[config.mk]
export PLATFORM = sky130hd
export DESIGN_NAME = i2c_bitbang_master_sequencer_core
export DESIGN_NICKNAME = d
export VERILOG_FILES = /design/src/sv/i2cbb_pkg.sv /design/src/sv/i2cbb_step.sv /design/src/sv/i2c_bitbang_master_sequencer_core.sv
export SDC_FILE = /design/constraint.sdc
export NUM_CORES = 1
export LEC_CHECK = 0
export ABC_CLOCK_PERIOD_IN_PS = 2550
export BUFFER_PORTS_ARGS = -buffer_cell sky130_fd_sc_hd__buf_2
export CAP_MARGIN = 20
export CORE_ASPECT_RATIO = 1.75
export CORE_MARGIN = 2
export CORE_UTILIZATION = 52
export CTS_CLUSTER_DIAMETER = 150
export DETAILED_ROUTE_END_ITERATION = 6
export PLACE_DENSITY = 0.76
export SLEW_MARGIN = 20
export SYNTH_ARGS = -nofsm -noshare
export SYNTH_HDL_FRONTEND = slang
export SYNTH_SLANG_ARGS = --single-unit
[constraint.sdc]
create_clock -name i_clk -period 2.55 [get_ports i_clk]
set_input_delay 0.1275 -clock i_clk [delete_from_list [all_inputs] [get_ports i_clk]]
set_output_delay 0.1275 -clock i_clk [all_outputs]
set_load 0.02 [all_outputs]
[src/sv/i2cbb_pkg.sv]
// ----------------------------------------------------------------------------
// i2cbb_pkg
// Shared types, codes and constants for the I2C bit-bang master sequencer.
// ----------------------------------------------------------------------------
package i2cbb_pkg;

    typedef enum logic [2:0] {
        OP_IDLE     = 3'd0,
        OP_START    = 3'd1,
        OP_STOP     = 3'd2,
        OP_WRITE    = 3'd3,
        OP_READ     = 3'd4,
        OP_SEND_ACK = 3'd5,
        OP_READ_ACK = 3'd6
    } t_op;

    typedef enum logic [1:0] {
        PH_DATA  = 2'd0,
        PH_RISE  = 2'd1,
        PH_FALL  = 2'd2
    } t_phase;

    localparam int ACTION_W = 3;
    localparam int BYTE_W   = 8;
    localparam int STEP_W   = 5;

    localparam logic [STEP_W-1:0] LEN_START    = 5'd4;
    localparam logic [STEP_W-1:0] LEN_STOP     = 5'd3;
    localparam logic [STEP_W-1:0] LEN_WRITE    = 5'd24;
    localparam logic [STEP_W-1:0] LEN_READ     = 5'd25;
    localparam logic [STEP_W-1:0] LEN_SEND_ACK = 5'd3;
    localparam logic [STEP_W-1:0] LEN_READ_ACK = 5'd4;

    typedef struct packed {
        t_op                op;
        logic [STEP_W-1:0]  step;
        t_phase             phase;
        logic [BYTE_W-1:0]  tx_shift;
        logic [BYTE_W-1:0]  rx_shift;
        logic               ack_drive;
        logic               ack_sampled;
        logic               scl_drive;
        logic               sda_drive;
    } t_state;

    typedef struct packed {
        logic               scl_level;
        logic               sda_level;
        logic               busy_res;
        logic               op_done;
        logic [BYTE_W-1:0]  rx_byte;
        logic               ack_seen;
        logic               rejected;
    } t_result;

    localparam t_state STATE_RESET = '{
        op:          OP_IDLE,
        step:        '0,
        phase:       PH_DATA,
        tx_shift:    '0,
        rx_shift:    '0,
        ack_drive:   1'b1,
        ack_sampled: 1'b1,
        scl_drive:   1'b1,
        sda_drive:   1'b1
    };

    function automatic logic [STEP_W-1:0] op_length(input t_op op);
        logic [STEP_W-1:0] len;
        case (op)
            OP_START:    len = LEN_START;
            OP_STOP:     len = LEN_STOP;
            OP_WRITE:    len = LEN_WRITE;
            OP_READ:     len = LEN_READ;
            OP_SEND_ACK: len = LEN_SEND_ACK;
            OP_READ_ACK: len = LEN_READ_ACK;
            default:     len = '0;
        endcase
        return len;
    endfunction

    function automatic t_phase phase_next(input t_phase ph);
        t_phase nx;
        case (ph)
            PH_DATA: nx = PH_RISE;
            PH_RISE: nx = PH_FALL;
            default: nx = PH_DATA;
        endcase
        return nx;
    endfunction

endpackage

[src/sv/i2cbb_step.sv]
// ----------------------------------------------------------------------------
// i2cbb_step
// Next-state and result logic for one item: command latch or one bus step.
// ----------------------------------------------------------------------------
module i2cbb_step (
    input  i2cbb_pkg::t_state               i_state,
    input  logic [i2cbb_pkg::ACTION_W-1:0]  i_action,
    input  logic [i2cbb_pkg::BYTE_W-1:0]    i_tx_byte,
    input  logic                            i_ack_out,
    input  logic                            i_sda_in,
    output i2cbb_pkg::t_state               o_state,
    output i2cbb_pkg::t_result              o_result
);
    import i2cbb_pkg::*;

    t_state            n_state;
    logic              done;
    logic              rej;
    logic              is_cmd;
    logic [STEP_W-1:0] step_inc;

    assign is_cmd   = (i_action >= OP_START) && (i_action <= OP_READ_ACK);
    assign step_inc = i_state.step + STEP_W'(1);

    always_comb begin
        n_state = i_state;
        done    = 1'b0;
        rej     = 1'b0;
        if (is_cmd) begin
            if (i_state.op != OP_IDLE) begin
                rej = 1'b1;
            end else begin
                n_state.op    = t_op'(i_action);
                n_state.step  = '0;
                n_state.phase = PH_DATA;
                case (t_op'(i_action))
                    OP_WRITE:    n_state.tx_shift  = i_tx_byte;
                    OP_READ:     n_state.rx_shift  = '0;
                    OP_SEND_ACK: n_state.ack_drive = i_ack_out;
                    default: ;
                endcase
            end
        end else if (i_state.op != OP_IDLE) begin
            case (i_state.op)
                OP_START: begin
                    case (i_state.step)
                        5'd0:    n_state.sda_drive = 1'b1;
                        5'd1:    n_state.scl_drive = 1'b1;
                        5'd2:    n_state.sda_drive = 1'b0;
                        default: n_state.scl_drive = 1'b0;
                    endcase
                end
                OP_STOP: begin
                    case (i_state.step)
                        5'd0:    n_state.sda_drive = 1'b0;
                        5'd1:    n_state.scl_drive = 1'b1;
                        default: n_state.sda_drive = 1'b1;
                    endcase
                end
                OP_WRITE: begin
                    n_state.phase = phase_next(i_state.phase);
                    case (i_state.phase)
                        PH_DATA: n_state.sda_drive = i_state.tx_shift[BYTE_W-1];
                        PH_RISE: n_state.scl_drive = 1'b1;
                        default: begin
                            n_state.scl_drive = 1'b0;
                            n_state.tx_shift  = {i_state.tx_shift[BYTE_W-2:0], 1'b0};
                        end
                    endcase
                end
                OP_READ: begin
                    if (i_state.step == '0) begin
                        n_state.sda_drive = 1'b1;
                    end else begin
                        n_state.phase = phase_next(i_state.phase);
                        case (i_state.phase)
                            PH_DATA: n_state.scl_drive = 1'b1;
                            PH_RISE: n_state.rx_shift  =
                                {i_state.rx_shift[BYTE_W-2:0], i_sda_in};
                            default: n_state.scl_drive = 1'b0;
                        endcase
                    end
                end
                OP_SEND_ACK: begin
                    case (i_state.step)
                        5'd0:    n_state.sda_drive = i_state.ack_drive;
                        5'd1:    n_state.scl_drive = 1'b1;
                        default: n_state.scl_drive = 1'b0;
                    endcase
                end
                OP_READ_ACK: begin
                    case (i_state.step)
                        5'd0:    n_state.sda_drive   = 1'b1;
                        5'd1:    n_state.scl_drive   = 1'b1;
                        5'd2:    n_state.ack_sampled = i_sda_in;
                        default: n_state.scl_drive   = 1'b0;
                    endcase
                end
                default: ;
            endcase
            n_state.step = step_inc;
            if (step_inc >= op_length(i_state.op)) begin
                n_state.op    = OP_IDLE;
                n_state.step  = '0;
                n_state.phase = PH_DATA;
                done          = 1'b1;
            end
        end
    end

    assign o_state = n_state;

    always_comb begin
        o_result.scl_level = n_state.scl_drive;
        o_result.sda_level = n_state.sda_drive;
        o_result.busy_res  = (n_state.op != OP_IDLE);
        o_result.op_done   = done;
        o_result.rx_byte   = n_state.rx_shift;
        o_result.ack_seen  = n_state.ack_sampled;
        o_result.rejected  = rej;
    end

endmodule

[src/sv/i2c_bitbang_master_sequencer_core.sv]
// ----------------------------------------------------------------------------
// Input accept reaches result valid via the input reg and the result reg.
// Throughput: one item per cycle unless stalled; input reg, step, result reg.
// Ready deasserts only while both the input and result registers are full
// and the result is not taken.
// Reset (synchronous, active low): idle, SCL and SDA released, queues empty.
// ----------------------------------------------------------------------------
// i2c_bitbang_master_sequencer_core
// Byte-level I2C master sequencer: start, stop, byte write/read, ack handling.
// ----------------------------------------------------------------------------
module i2c_bitbang_master_sequencer_core (
    input  logic                            i_clk,
    input  logic                            i_rst_n,
    input  logic                            i_valid,
    output logic                            o_ready,
    input  logic [i2cbb_pkg::ACTION_W-1:0]  i_action,
    input  logic [i2cbb_pkg::BYTE_W-1:0]    i_tx_byte,
    input  logic                            i_ack_out,
    input  logic                            i_sda_in,
    output logic                            o_valid,
    input  logic                            i_ready,
    output logic                            o_scl_level,
    output logic                            o_sda_level,
    output logic                            o_busy_res,
    output logic                            o_op_done,
    output logic [i2cbb_pkg::BYTE_W-1:0]    o_rx_byte,
    output logic                            o_ack_seen,
    output logic                            o_rejected
);
    import i2cbb_pkg::*;

    logic                r_in_valid;
    logic [ACTION_W-1:0] r_action;
    logic [BYTE_W-1:0]   r_tx_byte;
    logic                r_ack_out;
    logic                r_sda_in;
    t_state              r_state;
    t_state              n_state;
    t_result             n_result;
    t_result             r_result;
    logic                r_out_valid;
    logic                advance;
    logic                in_take;

    assign advance = r_in_valid && (!r_out_valid || i_ready);
    assign o_ready = !r_in_valid || advance;
    assign in_take = i_valid && o_ready;

    always_ff @(posedge i_clk) begin
        if (!i_rst_n) begin
            r_in_valid <= 1'b0;
        end else begin
            r_in_valid <= in_take || (r_in_valid && !advance);
        end
    end

    always_ff @(posedge i_clk) begin
        if (in_take) begin
            r_action  <= i_action;
            r_tx_byte <= i_tx_byte;
            r_ack_out <= i_ack_out;
            r_sda_in  <= i_sda_in;
        end
    end

    i2cbb_step u_step (
        .i_state   (r_state),
        .i_action  (r_action),
        .i_tx_byte (r_tx_byte),
        .i_ack_out (r_ack_out),
        .i_sda_in  (r_sda_in),
        .o_state   (n_state),
        .o_result  (n_result)
    );

    always_ff @(posedge i_clk) begin
        if (!i_rst_n) begin
            r_state     <= STATE_RESET;
            r_out_valid <= 1'b0;
        end else begin
            if (advance) begin
                r_state <= n_state;
            end
            r_out_valid <= advance || (r_out_valid && !i_ready);
        end
    end

    always_ff @(posedge i_clk) begin
        if (advance) begin
            r_result <= n_result;
        end
    end

    assign o_valid     = r_out_valid;
    assign o_scl_level = r_result.scl_level;
    assign o_sda_level = r_result.sda_level;
    assign o_busy_res  = r_result.busy_res;
    assign o_op_done   = r_result.op_done;
    assign o_rx_byte   = r_result.rx_byte;
    assign o_ack_seen  = r_result.ack_seen;
    assign o_rejected  = r_result.rejected;

endmodule

==> summary.md <==
| Metric | Value |
|---|---|
| RSZ-0062 raised after global routing | `yes` |
| Max-cap violations | `0` |
| Wirelength, routed | `~7100 um` |
| Worst Tran Pin Value | `roughly 0.61 ns` |
| Sw power | `between 0.5 and 0.6 mW` |
| Maximum clock frequency | `between 400 and 500 MHz` |
| Via count | `~2.6k` |
| Port bufs | `32` |
| Final period utilization | `0.977` |
| Post-synth top flop | `dfxtp_1` |
| Critical Path RT | `~2.8 ns` |
| CTS Buf Count | `9` |
| Critical path's slowest cell | `ha_1` |
| Via density | `around 5.7` |
| Arrival time worst endpoint | `2.76 ns` |
| Comb power frac | `0.142` |
| Switching Share | `0.244` |
| Latest clock arrival within the worst-skew pair | `~0.35 ns` |
| Final instance area | `~3900 sq um` |
| First-pass GRT wire length | `between 10000 and 15000 um` |
| Wire length on met1 | `~2500 um` |
| Worst-path fanout max | `7` |
| Post-synthesis async set-or-reset flop share | `0` |
| Period minus WS final | `between 2 and 2.5 ns` |
| Commonest non-fill, non-tap cell in the layout | `buf_2` |
| Clock buffer depth | `2` |
| Clk pin slew, worst setup/hold paths | `approximately 0.07 ns` |
| VDD IR-drop max | `around 0.00059 V` |
| CTS H-tree depth | `3` |
| Leak pwr | `about 1.6 nW` |
| Layout area overhead | `30.1%` |
| Top post-synthesis cells by area | `edfxtp_1 27%, dfxtp_1 22%, ha_1 4.6%, nand2_1 3.8%, mux2i_1 3.0%` |
| Die outline height | `roughly 100 um` |
| Distinct cell type count after synthesis | `52` |
| Seq pwr share | `0.459` |
| Final setup violation count | `0` |
| Final Max Slew Viols | `0` |
| Initial antenna violation count | `0` |
| Sequential element share of the synthesized area | `0.488` |
| CP delay by family, top | `compound AO/OA/AOI/OAI gates` |
| Core area | `between 5000 and 6000 sq um` |
| Worst setup startpoint | `r_state[28]$_SDFFE_PN0P_` |
| Starting Density | `0.537` |
| Largest net degree at the start of global routing | `37` |
| Clk network pwr share | `0.399` |
| GPL Wtd Cong | `~0.97` |
| Met2 Routed Length | `roughly 3800 um` |
| Total Routing Usage GR | `0.244` |
| Fill cells | `~420` |
| CTS root buf | `clkbuf_8` |
| Top Ports | `33` |
| Setup crit end kind | `flop` |
| Synthesized net count | `between 300 and 400` |
| Initial drt markers | `roughly 110` |
| Pint | `between 1.5 and 2 mW` |
| Crit path launch type | `flop` |
| R2r startpoint | `r_state[28]$_SDFFE_PN0P_` |
| Dpl cell area | `approximately 3400 sq um` |
| Avg Inst Size Synth | `9.82 sq um` |
| Antenna Cells | `0` |
| Layout cells sized above 1 | `0.285` |
| Met3 WL post-DR | `approximately 340 um` |
| Crit-path max cell delay | `0.34 ns` |
| Pwr dens | `slightly below 600 nW/um^2` |
| Status | `completed` |
| EDFF count, synth | `27` |
| Yosys reg bits | `around 60` |
| Mapped Cells | `~300` |
| Total congestion overflow | `0` |
| Die width | `61.2 um` |
| Post-synth top area share | `0.272` |
| Hold_sp | `i_valid` |
| Clock Sinks | `a little under 60` |
| Hold Vio Cnt, Final | `0` |
| Drt drc | `0` |
| Hold_ws | `between 0.015 and 0.02 ns` |
| CTS tree | `yes` |
| Drt first pass iters | `4` |
| Top Metal Used | `met4` |
| Final antenna-violating net count | `0` |
| Mapped cell area | `slightly below 3000 sq um` |
| Die footprint | `approximately 6400 sq um` |
| Critical path type | `flop to flop` |
| Syn. warnings | `0` |
| Most frequent cells in the layout | `32 x buf_2, 31 x buf_4, 29 x nand2_1` |
| Final net count | `402` |
| Min-Delay Path Class | `primary input to flop` |
| Slew headroom | `0.591` |
| Buffers & Inverters on Critical Path | `2` |
| Worst path cell trace | `buf_6, nand2b_4, nor2_2, a21oi_1, ha_1, a211o_1, a31oi_4, o21bai_4, nor4_4, buf_4, nand3_1, o31ai_1` |
| Post-DR wirelength/cell | `approximately 15 um` |
| Vias in the first global route | `between 2k and 3k` |
| Yosys top cell by area | `edfxtp_1` |
| DPL Wire Length | `approximately 5000 um` |
| Clock skew | `between 0.008 and 0.009 ns` |
| Row count | `36` |
layout make-up:
class,instances,area [sq um],area share
clock buffers,11,131,0.0339
clock inverters,5,77.6,0.0200
inverters,11,41.3,0.0107
multi-input cells,215,1520,0.392
flip-flops and latches,59,1460,0.378
well taps,76,95.1,0.0246
repair buffers,78,546,0.141
sequential cells by signal, indices dropped and copies added (netlist names):
signal       cells
o_rejected       1
o_ack_seen       1
r_tx_byte        8
o_scl_level      1
o_valid          1
o_sda_level      1
r_ack_out        1
r_sda_in         1
o_busy_res       1
r_action         3
r_in_valid       1
o_rx_byte        8
r_state         30
o_op_done        1
routing by layer:
layer / vias to the layer above / track usage
li1: 1253 / -
met2: 98 / 0.402
met5: - / 0
met1: 1214 / 0.248
met3: 40 / 0.0721
met4: 0 / 0.171
synth_stat cells (3+ instances only):
master / count
dfxtp_1: 32
ha_1: 11
clkbuf_1: 12
a22oi_1: 10
a21oi_1: 16
edfxtp_1: 27
mux2i_1: 9
and2_1: 3
o211ai_1: 3
and3_1: 3
o211a_1: 8
or3_1: 3
o21ai_0: 16
nor2b_1: 14
inv_1: 11
o31ai_1: 4
nand3_1: 13
nand4_1: 4
o22ai_1: 9
nand2b_1: 6
nor2_1: 21
buf_2: 3
nand2_1: 30
power by group through the flow:
stage	Combinational, mW	Clock (mW)	Sequential (mW)
2_1_floorplan	0.162	0	1.08
3_3_place_gp	0.278	0	1.06
3_5_place_dp	0.282	0	1.06
4_1_cts	0.303	0.928	1.04
5_1_grt	0.352	0.964	1.05
6_report	0.323	0.906	1.04
final timing paths:
| path | endpoint | slack [ns] | depth (start not counted) |
|---|---|---|---|
| worst max-delay path | r_state[20]$_SDFFE_PN0P_ | 0.06 | 12 |
| worst min-delay path | r_in_valid$_SDFF_PN0_ | 0.02 | 3 |
| worst max register to register | r_state[20]$_SDFFE_PN0P_ | 0.06 | 12 |
| worst min register to register | r_state[3]$_SDFFE_PN1P_ | 0.46 | 2 |
worst min-delay path: cells and delay by family:
family	cells	cell delay [ns]
AND/OR/NAND/NOR	1	0.09
buffers and inverters	1	0.09
AO/OA/AOI/OAI	1	0.03
stage by stage:
stage | worst slack, ns | instances | utilization | setup TNS, ns | total power [mW]
after CTS | 0.0102 | 453 | 0.679 | 0 | 2.27
after floorplan | 0.0374 | 303 | - | 0 | 1.24
after detailed placement | -0.0943 | 423 | 0.610 | -0.214 | 1.34
after global placement | -0.0242 | 423 | 0.610 | -0.0242 | 1.34
after global routing | -0.0433 | 455 | 0.699 | -0.117 | 2.36
final | 0.0577 | 455 | 0.699 | 0 | 2.27
cells by family (layout without fill, tap and decap cells):
| family | after synthesis | after routing | share of synthesized area |
|---|---|---|---|
| XOR/XNOR | 3 | 3 | 0.00883 |
| AND/OR/NAND/NOR | 108 | 108 | 0.188 |
| adder cells (fa/ha/maj) | 11 | 11 | 0.0463 |
| AO/OA/AOI/OAI | 84 | 84 | 0.196 |
| flip-flops | 59 | 59 | 0.488 |
| multiplexers | 9 | 9 | 0.0303 |
| buffers and inverters | 29 | 105 | 0.0429 |
what timing repair did:
action	in CTS	in global routing
pin swaps	1	7
setup endpoints to repair	8	10
resized for setup	7	25
gates cloned	0	0
buffers inserted	1	2
hold endpoints to repair	13	0
hold buffers	13	0
No activity file was read; power rests on OpenSTA's default activity.
